## config.mk

```make
export PLATFORM = sky130hd
export DESIGN_NAME = ddn_front_flat
export DESIGN_NICKNAME = d
export VERILOG_FILES = /design/src/rtl/core/ddn_pkg.sv /design/src/rtl/core/ddn_req_if.sv /design/src/rtl/core/ddn_front.sv /design/src/flat_wrapper.sv
export SDC_FILE = /design/constraint.sdc
export NUM_CORES = 1
export LEC_CHECK = 0
export BUFFER_PORTS_ARGS = -buffer_cell sky130_fd_sc_hd__clkbuf_2
export CORE_UTILIZATION = 59
export CTS_BUF_LIST = sky130_fd_sc_hd__clkbuf_8 sky130_fd_sc_hd__clkbuf_16
export DETAILED_ROUTE_END_ITERATION = 6
export PLACE_DENSITY_LB_ADDON = 0.15
export REMOVE_ABC_BUFFERS = 1
export SLEW_MARGIN = 10
export SYNTH_ARGS = -nofsm -noshare
export SYNTH_HDL_FRONTEND = slang
export SYNTH_SLANG_ARGS = --single-unit
```

## constraint.sdc

```tcl
create_clock -name clock -period 9.5 [get_ports clock]
set_input_delay 1.425 -clock clock [delete_from_list [all_inputs] [get_ports clock]]
set_output_delay 1.425 -clock clock [all_outputs]
set_load 0.02 [all_outputs]
```

## src/rtl/core/ddn_pkg.sv

```systemverilog
// ----------------------------------------------------------------------------
// Detection decode package
// Shared types, reset values and sizes for the decode and suppression block.
// ----------------------------------------------------------------------------
package ddn_pkg;

   localparam int MaxKeptDefault     = 64;
   localparam int MaxChannelsDefault = 128;
   localparam int QueueDepth         = 4;

   localparam logic [14:0] ScoreThresholdReset   = 15'd22938;
   localparam logic [15:0] OverlapThresholdReset = 16'd32768;
   localparam logic [7:0]  ChannelCountReset     = 8'd84;
   localparam logic [7:0]  MinChannels           = 8'd5;

   localparam logic [7:0] RegScoreThreshold   = 8'd0;
   localparam logic [7:0] RegOverlapThreshold = 8'd1;
   localparam logic [7:0] RegChannelCount     = 8'd2;

   typedef struct packed {
      logic signed [11:0] left;
      logic signed [11:0] top;
      logic [10:0]        width;
      logic [10:0]        height;
      logic [14:0]        score;
      logic [6:0]         channel;
   } ddn_entry_type;

   typedef struct packed {
      logic          cand;
      logic          fend;
      ddn_entry_type entry;
   } ddn_item_type;

   typedef enum logic [4:0] {
      ST_IDLE,
      ST_SCAN_RD,
      ST_SCAN_CHK,
      ST_PLACE,
      ST_SHIFT_RD,
      ST_SHIFT_WR,
      ST_WRITE_NEW,
      ST_AFTER,
      ST_NMS_START,
      ST_NMS_RDI,
      ST_NMS_LDI,
      ST_NMS_NEXTJ,
      ST_NMS_A,
      ST_NMS_B,
      ST_NMS_C,
      ST_NMS_D,
      ST_NMS_NEXTI,
      ST_EMIT_START,
      ST_EMIT_SCAN,
      ST_EMIT_OUT,
      ST_EMIT_EMPTY
   } ddn_state_type;

endpackage

```

## src/rtl/core/ddn_req_if.sv

```systemverilog
// ----------------------------------------------------------------------------
// Sample channel
// Carries one tensor value per beat with its channel tag and frame marker.
// ----------------------------------------------------------------------------
interface ddn_req_if;
   logic               valid;
   logic               ready;
   logic signed [15:0] sample_value;
   logic [6:0]         channel_index;
   logic               frame_end;

   modport source(output valid, sample_value, channel_index, frame_end, input ready);
   modport sink(input valid, sample_value, channel_index, frame_end, output ready);
endinterface

```

## src/rtl/core/ddn_front.sv

```systemverilog
// ----------------------------------------------------------------------------
// Anchor front end
// Collects box and best score per anchor and queues candidates and frame ends.
// ----------------------------------------------------------------------------
module ddn_front #(
   parameter int MAX_CHANNELS = ddn_pkg::MaxChannelsDefault
) (
   input  logic                  clock,
   input  logic                  reset,
   ddn_req_if.sink               req_chan,
   input  logic [14:0]           score_threshold,
   input  logic [7:0]            channel_count,
   output logic                  push_valid,
   input  logic                  push_ready,
   output ddn_pkg::ddn_item_type push_item
);
   import ddn_pkg::*;

   logic signed [15:0] box_ff [4];
   logic signed [15:0] box_in [4];
   logic signed [15:0] best_ff, best_in;
   logic [6:0]         chan_ff, chan_in;
   logic [7:0]         cc_eff;
   logic               accept, done;
   logic signed [17:0] vx, vy, tx, ty;
   logic signed [12:0] qx, qy;

   function automatic logic signed [11:0] clamp12(input logic signed [12:0] v);
      if (v > 13'sd2047) begin
         return 12'sd2047;
      end else if (v < -13'sd2048) begin
         return -12'sd2048;
      end
      return v[11:0];
   endfunction

   always_comb begin
      if (channel_count < MinChannels) begin
         cc_eff = MinChannels;
      end else if (channel_count > 8'(MAX_CHANNELS)) begin
         cc_eff = 8'(MAX_CHANNELS);
      end else begin
         cc_eff = channel_count;
      end
   end

   assign req_chan.ready = push_ready;
   assign accept = req_chan.valid && push_ready;
   assign done = ({1'b0, req_chan.channel_index} == cc_eff - 8'd1) || req_chan.frame_end;

   always_comb begin
      for (int k = 0; k < 4; k++) begin
         box_in[k] = box_ff[k];
      end
      best_in = best_ff;
      chan_in = chan_ff;
      if ({1'b0, req_chan.channel_index} < cc_eff) begin
         if (req_chan.channel_index < 7'd4) begin
            box_in[req_chan.channel_index[1:0]] = req_chan.sample_value;
         end else if (req_chan.sample_value > best_ff) begin
            best_in = req_chan.sample_value;
            chan_in = req_chan.channel_index;
         end
      end
   end

   always_comb begin
      vx = {{1{box_in[0][15]}}, box_in[0], 1'b0} - 18'(box_in[2]);
      vy = {{1{box_in[1][15]}}, box_in[1], 1'b0} - 18'(box_in[3]);
      tx = vx + (vx[17] ? 18'sd31 : 18'sd0);
      ty = vy + (vy[17] ? 18'sd31 : 18'sd0);
      qx = 13'(tx >>> 5);
      qy = 13'(ty >>> 5);
      push_item.cand = best_in > $signed({1'b0, score_threshold});
      push_item.fend = req_chan.frame_end;
      push_item.entry.left = clamp12(qx);
      push_item.entry.top = clamp12(qy);
      push_item.entry.width = box_in[2][15] ? 11'd0 : box_in[2][14:4];
      push_item.entry.height = box_in[3][15] ? 11'd0 : box_in[3][14:4];
      push_item.entry.score = best_in[14:0];
      push_item.entry.channel = chan_in;
      push_valid = req_chan.valid && done && (push_item.cand || req_chan.frame_end);
   end

   always_ff @(posedge clock) begin
      if (reset) begin
         for (int k = 0; k < 4; k++) begin
            box_ff[k] <= '0;
         end
         best_ff <= -16'sd32768;
         chan_ff <= '0;
      end else if (accept) begin
         if (done) begin
            for (int k = 0; k < 4; k++) begin
               box_ff[k] <= '0;
            end
            best_ff <= -16'sd32768;
            chan_ff <= '0;
         end else begin
            box_ff <= box_in;
            best_ff <= best_in;
            chan_ff <= chan_in;
         end
      end
   end

endmodule

```

## src/flat_wrapper.sv

```systemverilog
// flat-port wrapper written by rule: the top's interface ports become plain ports
module ddn_front_flat import ddn_pkg::*;
#(
   parameter int MAX_CHANNELS = ddn_pkg::MaxChannelsDefault
)
  (clock, reset, score_threshold, channel_count, push_valid, push_ready, push_item, req_chan_valid, req_chan_sample_value, req_chan_channel_index, req_chan_frame_end, req_chan_ready);
  ddn_req_if req_chan_i ();
  input  logic clock;
  input  logic reset;
  input  logic [14:0] score_threshold;
  input  logic [7:0] channel_count;
  output logic push_valid;
  input  logic push_ready;
  output ddn_pkg::ddn_item_type push_item;
  input wire logic [$bits(req_chan_i.valid)-1:0] req_chan_valid;
  input wire logic [$bits(req_chan_i.sample_value)-1:0] req_chan_sample_value;
  input wire logic [$bits(req_chan_i.channel_index)-1:0] req_chan_channel_index;
  input wire logic [$bits(req_chan_i.frame_end)-1:0] req_chan_frame_end;
  output wire logic [$bits(req_chan_i.ready)-1:0] req_chan_ready;
  assign req_chan_i.valid = req_chan_valid;
  assign req_chan_i.sample_value = req_chan_sample_value;
  assign req_chan_i.channel_index = req_chan_channel_index;
  assign req_chan_i.frame_end = req_chan_frame_end;
  assign req_chan_ready = req_chan_i.ready;
  ddn_front #(.MAX_CHANNELS(MAX_CHANNELS)) u_core (.clock(clock), .reset(reset), .req_chan(req_chan_i), .score_threshold(score_threshold), .channel_count(channel_count), .push_valid(push_valid), .push_ready(push_ready), .push_item(push_item));
endmodule
```

==> results.tsv, run 1 <==
stage	metric	value	unit
cells_and_area	drive_above_1_share	18.7	%
global_route	overflow	0	
detailed_routing	ant_nets	0	
critical_path	cp_num_buf_inv	6	
yosys	yosysWarnings	0	
critical_path	crit_slowest_cell	mux2_2	
power	power.density	101	nW/um2
placed_design	hpwl	16600	um
placed_design	post-place-cells	1378	
sta	fmax	111	MHz
yosys	async_reset_ff_share	0	%
detailed_routing	drt-wirelength-per-cell	16.1	um
yosys	ys_seq_elements	87	
cells_and_area	fin_cells	1396	
cts	cts_max_level	3	
cts	root_buffer	clkbuf_16	
sta	fin_setup_tns	0	ns
yosys	yosysUniqueCellTypes	86	
sta	period_needed	9.04	ns
placed_design	portBuffers	122	
yosys	synthCells	1119	
power	ir_worst_vdd	73.4	uV
power	power.leakage	4.26	nW
worst_hold_path	holdPathStages	2	
yosys	syn_area	8490	um2
worst_hold_path	min_from	u_core.box_ff[15]	
global_route	grt_max_degree	87	
cells_and_area	fillers	1280	
critical_path	worstRegToRegCells	14	
sta	drv_slew	0	
sta	setup_viol	0	
cts	clk_latency	0.34	ns
cts	clk_pin_slew	0.06	ns
floorplanning	die_h	122	um
critical_path	critPathCaptureType	output port	
critical_path	cp-start-kind	input pin	
detailed_routing	vias	8509	
yosys	seq_area_frac_synth	20.5	%
critical_path	crit_start	channel_count[3]	
global_route	grt_pass1_vias	7156	
yosys	synth_ff_type	dfxtp_1	
floorplanning	num_rows	43	
global_route	antenna_found_initial	0	
placed_design	gp_congestion	0.924	
critical_path	arrival	7.61	ns
outcome	outcome	completed	
critical_path	max_stage_delay	0.38	ns
flow_run	cap_viol_max_count	0	
critical_path	cp_data_required_time	8.08	ns
sta	rsz0062_at_grt	false	
cts	cts_buffers	9	
cells_and_area	fin_nets	1336	
cts	clockBufferDepth	2	
floorplanning	coreArea	14000	um2
sta	worst_slew_pin_slew	0.853	ns
cells_and_area	final_cell_mix	nand2_1, clkbuf_2, nor2_1	
detailed_routing	first_pass_iters	7	
floorplanning	die_w	122	um
sta	fin_skew	0.00346	ns
cts	cts.sinks	87	
detailed_routing	first_iter_violations	613	
cells_and_area	n_antenna_cell	0	
global_route	grt_pass1_wl	35800	um
worst_hold_path	hold_class	reg -> reg	
sta	fin_crit_sh	95.1	%
critical_path	cp_max_fo	19	
global_route	grt_usage	30.0	%
critical_path	path_depth	31	
floorplanning	start_util	60.7	%
floorplanning	io_pins	123	
critical_path	r2r-start	u_core.best_ff[1]	
critical_path	worstSetupPathType	in -> out	
sta	relSlewSlack	43.2	%
sta	hold_viol	0	
detailed_routing	wl	22500	um
cts	tritoncts	done	
yosys	avgSynthCellArea	7.59	um2
detailed_routing	drc	0	
critical_path	cp_top_family	compound AO/OA/AOI/OAI gates	
cells_and_area	mostFrequentLayoutCell	nand2_1	
yosys	synth_edf_count	0	
floorplanning	die_area	14900	um2
detailed_routing	avgViaCountPerCell	6.10	
cells_and_area	syn_to_final_growth	12.9	%
cts	cts_hold_buf	0	
metrics by stage:
| step | utilization [%] | hold WS (ns) | total power [mW] | area [um2] | setup WS [ns] |
|---|---|---|---|---|---|
| finish | 68.6 | 0.449 | 0.965 | 9590 | 0.462 |
| global route | 68.6 | 0.467 | 1.01 | 9590 | 0.00665 |
| CTS | 68.0 | 0.452 | 0.965 | 9520 | 0.0326 |
| detailed placement | 66.1 | 0.443 | 0.645 | 9250 | 0.0465 |
| global placement | 66.1 | 0.436 | 0.642 | 9250 | 0.249 |
| floorplan | - | 0.423 | 0.551 | 8240 | 0.300 |
cell usage after synthesis (4+ instances only):
cell type | count | area [um2]
a211oi_1 | 7 | 52.6
a21o_1 | 24 | 180
a21oi_1 | 96 | 480
a2bb2oi_1 | 15 | 131
a31oi_1 | 4 | 25.0
a32o_1 | 24 | 240
a32oi_1 | 6 | 52.6
and2_1 | 10 | 62.6
and3_1 | 12 | 75.1
clkbuf_1 | 53 | 199
dfxtp_1 | 87 | 1740
ha_1 | 71 | 888
inv_1 | 61 | 229
mux2_2 | 26 | 293
mux2i_1 | 32 | 320
nand2_1 | 130 | 488
nand2b_1 | 13 | 81.3
nand3_1 | 40 | 200
nand4_1 | 11 | 68.8
nor2_1 | 101 | 379
nor2b_1 | 13 | 81.3
nor3_1 | 38 | 190
nor3_2 | 4 | 40.0
nor4_1 | 4 | 25.0
o211ai_1 | 7 | 52.6
o21a_1 | 9 | 67.6
o21ai_0 | 44 | 220
o21ai_1 | 17 | 85.1
o21bai_1 | 6 | 45.0
o31ai_1 | 12 | 90.1
xnor2_1 | 32 | 280
xor2_1 | 20 | 175
report_power, final:
part / total, mW / leakage [nW] / internal [mW] / switching [mW]
Clock: 0.324 / 0.135 / 0.181 / 0.143
Sequential: 0.369 / 0.701 / 0.367 / 0.00131
Combinational: 0.272 / 3.43 / 0.0958 / 0.177
cell type report:
class                           instances  area [um2]  share of cell area (%)
Timing Repair Buffer                  143         810                    8.44
Multi-Input combinational cell        909        6310                    65.9
Clock buffer                           10         239                    2.49
Tap cell                              180         225                    2.35
Sequential cell                        87        1740                    18.2
Clock inverter                          5        26.3                   0.274
Inverter                               62         233                    2.43
path summary, 6_finish.rpt:
kind	slack, ns	to
worst min register to register	0.45	u_core.box_ff[15]
worst max register to register	6.15	u_core.best_ff[8]
worst min-delay path	0.45	u_core.box_ff[15]
worst max-delay path	0.46	push_item[50]
worst register-to-register path, stage by stage (launching register included):
cell and delay, ns:
dfxtp_1 0.34, inv_1 0.06, ha_1 0.28, nor2b_1 0.13, o21a_1 0.16, o21a_1 0.16
o21a_1 0.16, o21a_1 0.16, o21a_1 0.15, o21ai_0 0.17, a211oi_1 0.12, o311a_1 0.48
buf_4 0.24, o21ai_0 0.44, a32o_1 0.24
kinds of logic (layout without fill, tap and decap cells):
family	count (synthesis)	after routing	synth area share, %
compound gates	314	314	25.8
xor+xnor	54	54	5.75
fa+ha+maj	73	73	10.9
buf+inv	123	220	5.72
flops	87	87	20.5
mux	62	62	7.87
simple gates	406	406	23.4
sequential cells by signal (all words and copies together) (netlist names):
| name | cells |
|---|---|
| u_core.box_ff | 64 |
| u_core.best_ff | 16 |
| u_core.chan_ff | 7 |
timing repair:
action | in CTS | in global routing
endpoints found under the setup margin | 0 | 24
resized for setup | 0 | 9
endpoints found under the hold margin | 0 | 0
buffers inserted | 0 | 3
routing by layer:
metal,GRT usage [%],up-vias,part of all wire [%]
met5,0,-,0
met4,7.95,0,1.6
met3,3.09,22,6.0
met2,48.4,283,46
met1,42.3,3950,47
li1,-,4254,-
Note: power is estimated with default switching activity, not from simulation.
==> inputs of run 2 (changes only) <==
==> constraint.sdc (replaced) <==
create_clock -name clock -period 9.5 [get_ports clock]
set_input_delay 1.425 -clock clock [delete_from_list [all_inputs] [get_ports clock]]
set_output_delay 1.425 -clock clock [all_outputs]
set_load 0.1 [all_outputs]
==> results.tsv, run 2 (same netlist as run 1, synthesis figures left out) <==
stage	metric	value	unit	change
outcome	outcome	completed		unchanged
cells_and_area	largestRegisters	u_core.box_ff x64, u_core.best_ff x16, u_core.chan_ff x7		unchanged
critical_path	worstRegToRegCells	14		unchanged
sta	rsz0062_at_grt	true		was false
sta	hold_viol	0		unchanged
cts	clk_latency	0.34	ns	about the same
cts	cts_buffers	9		unchanged
cells_and_area	n_antenna_cell	0		unchanged
global_route	grt_pass1_vias	7616		was 7156
critical_path	cp-start-kind	input pin		unchanged
cells_and_area	multiInputGateArea	6300	um2	was 6310 um2
floorplanning	start_util	60.7	%	unchanged
critical_path	r2r-start	u_core.best_ff[1]		unchanged
global_route	overflow	0		unchanged
floorplanning	coreArea	14000	um2	unchanged
detailed_routing	first_iter_violations	735		was 613
cts	tritoncts	done		unchanged
cells_and_area	drive_above_1_share	19.0	%	was 18.7%
cells_and_area	mostFrequentLayoutCell	nand2_1		unchanged
detailed_routing	vias	8604		was 8509
power	power	1.18	mW	was 0.965 mW
critical_path	r2r_slack	6.18	ns	was 6.15 ns
placed_design	hpwl	16700	um	was 16600 um
detailed_routing	ant_nets	0		unchanged
cts	cts_max_level	3		unchanged
global_route	grt_pass1_wl	37300	um	was 35800 um
power	ir_worst_vdd	89.1	uV	was 73.4 uV
cts	cts.sinks	87		unchanged
detailed_routing	drc	0		unchanged
sta	relSlewSlack	41.7	%	was 43.2%
worst_hold_path	hold_class	reg -> reg		unchanged
worst_hold_path	hold_end	u_core.box_ff[31]		was u_core.box_ff[15]
critical_path	worstSetupPathType	in -> out		unchanged
worst_hold_path	holdPathStages	2		unchanged
floorplanning	io_pins	123		unchanged
cells_and_area	largest_register_ffs	64		unchanged
sta	period_needed	9.10	ns	was 9.04 ns
floorplanning	die_h	122	um	unchanged
global_route	grt_max_degree	87		unchanged
cells_and_area	fin_nets	1340		was 1336
cts	root_buffer	clkbuf_16		unchanged
cts	clk_pin_slew	0.06	ns	about the same
floorplanning	num_rows	43		unchanged
floorplanning	die_area	14900	um2	unchanged
detailed_routing	avgViaCountPerCell	6.15		was 6.10
power	power.leakage	4.36	nW	was 4.26 nW
critical_path	arrival	7.67	ns	was 7.61 ns
detailed_routing	wl	23000	um	was 22500 um
placed_design	placed_area	9640	um2	was 9250 um2
critical_path	critPathCaptureType	output port		unchanged
cells_and_area	register_area	1740	um2	unchanged
sta	setup_viol	0		unchanged
critical_path	cp_max_fo	14		was 19
flow_run	cap_viol_max_count	0		unchanged
global_route	antenna_found_initial	0		unchanged
detailed_routing	first_pass_iters	6		was 7
cells_and_area	final_cell_mix	nand2_1, nor2_1, clkbuf_2		was nand2_1, clkbuf_2, nor2_1
sta	fin_skew	0.00427	ns	was 0.00346 ns
detailed_routing	drt-wirelength-per-cell	16.4	um	was 16.1 um
cells_and_area	fillers	1194		was 1280
worst_hold_path	min_from	u_core.box_ff[31]		was u_core.box_ff[15]
cells_and_area	final_area	9970	um2	was 9590 um2
floorplanning	die_w	122	um	unchanged
critical_path	crit_slowest_cell	a2111oi_4		was mux2_2
placed_design	gp_congestion	0.965		was 0.924
sta	drv_slew	0		unchanged
sta	fin_crit_sh	95.8	%	was 95.1%
sta	fmax	110	MHz	was 111 MHz
placed_design	portBuffers	122		unchanged
critical_path	max_stage_delay	0.37	ns	was 0.38 ns
cells_and_area	top_register	u_core.box_ff		unchanged
cts	cts_hold_buf	0		unchanged
power	power.density	119	nW/um2	was 101 nW/um2
cts	clockBufferDepth	2		unchanged
critical_path	r2r-end	u_core.best_ff[8]		unchanged
global_route	grt_usage	31.2	%	was 30.0%
critical_path	cp_data_required_time	8.08	ns	about the same
cells_and_area	syn_to_final_growth	17.4	%	was 12.9%
sta	worst_slew_pin_slew	0.875	ns	was 0.853 ns
-- run 2: worst max-delay path: cells and delay by family --
| kind | cells | cell delay, ns |
|---|---|---|
| simple gates | 6 | 1.55 |
| xor+xnor | 1 | 0.35 |
| compound gates | 14 | 2.56 |
| buf+inv | 5 | 0.75 |
| mux | 1 | 0.37 |
| fa+ha+maj | 3 | 0.65 |
-- run 2: worst max-delay path by stage --
stage                     slack (ns)  cells past startpoint            end              from
final                           0.40                     30  push_item[55]  channel_count[3]
after global routing           0.002                     30  push_item[50]  channel_count[3]
after CTS                       0.08                     28  push_item[50]  channel_count[3]
after detailed placement       -0.02                     28  push_item[50]  channel_count[3]
after global placement          0.21                     28  push_item[50]  channel_count[3]
after floorplan                -1.39                     27  push_item[50]  channel_count[3]
-- run 2: repair_timing --
item | 4_1_cts | 5_1_grt
cloned | 0 | 0
hold endpoints to repair | 0 | 0
pin swaps | 0 | 3
gates resized for setup | 1 | 8
buffers inserted | 0 | 4
endpoints found under the setup margin | 9 | 24
-- run 2: cell type report --
type,count,share of cell area (%)
clock buffer,10,2.40
clock inverter,5,0.264
inverter,62,2.37
multi-input combinational,909,63.2
sequential,87,17.5
tap,180,2.26
timing repair buffer,147,12.0
-- run 2: power breakdown --
| part | internal, mW | total, mW | switching [mW] |
|---|---|---|---|
| clock | 0.181 | 0.323 | 0.143 |
| combinational | 0.140 | 0.490 | 0.350 |
| sequential | 0.368 | 0.369 | 0.00132 |
-- run 2: per-stage QoR --
step	hold slack, ns	cells	TNS (ns)	util, %	setup slack [ns]
6_report	0.452	1400	0	71.3	0.402
5_1_grt	0.473	1400	0	71.3	0.00154
3_5_place_dp	0.443	1381	-0.0786	68.9	-0.0239
4_1_cts	0.452	1396	0	70.8	0.0810
3_3_place_gp	0.435	1381	0	68.9	0.205
2_1_floorplan	0.423	1058	-16.25	-	-1.39
-- run 2: routing by layer --
layer / part of all wire, % / vias up / track usage, %
met5: 0 / - / 0
met2: 46 / 271 / 50.3
met4: 2.3 / 0 / 9.49
met3: 5.1 / 31 / 3.23
met1: 47 / 4042 / 43.5
li1: - / 4260 / -
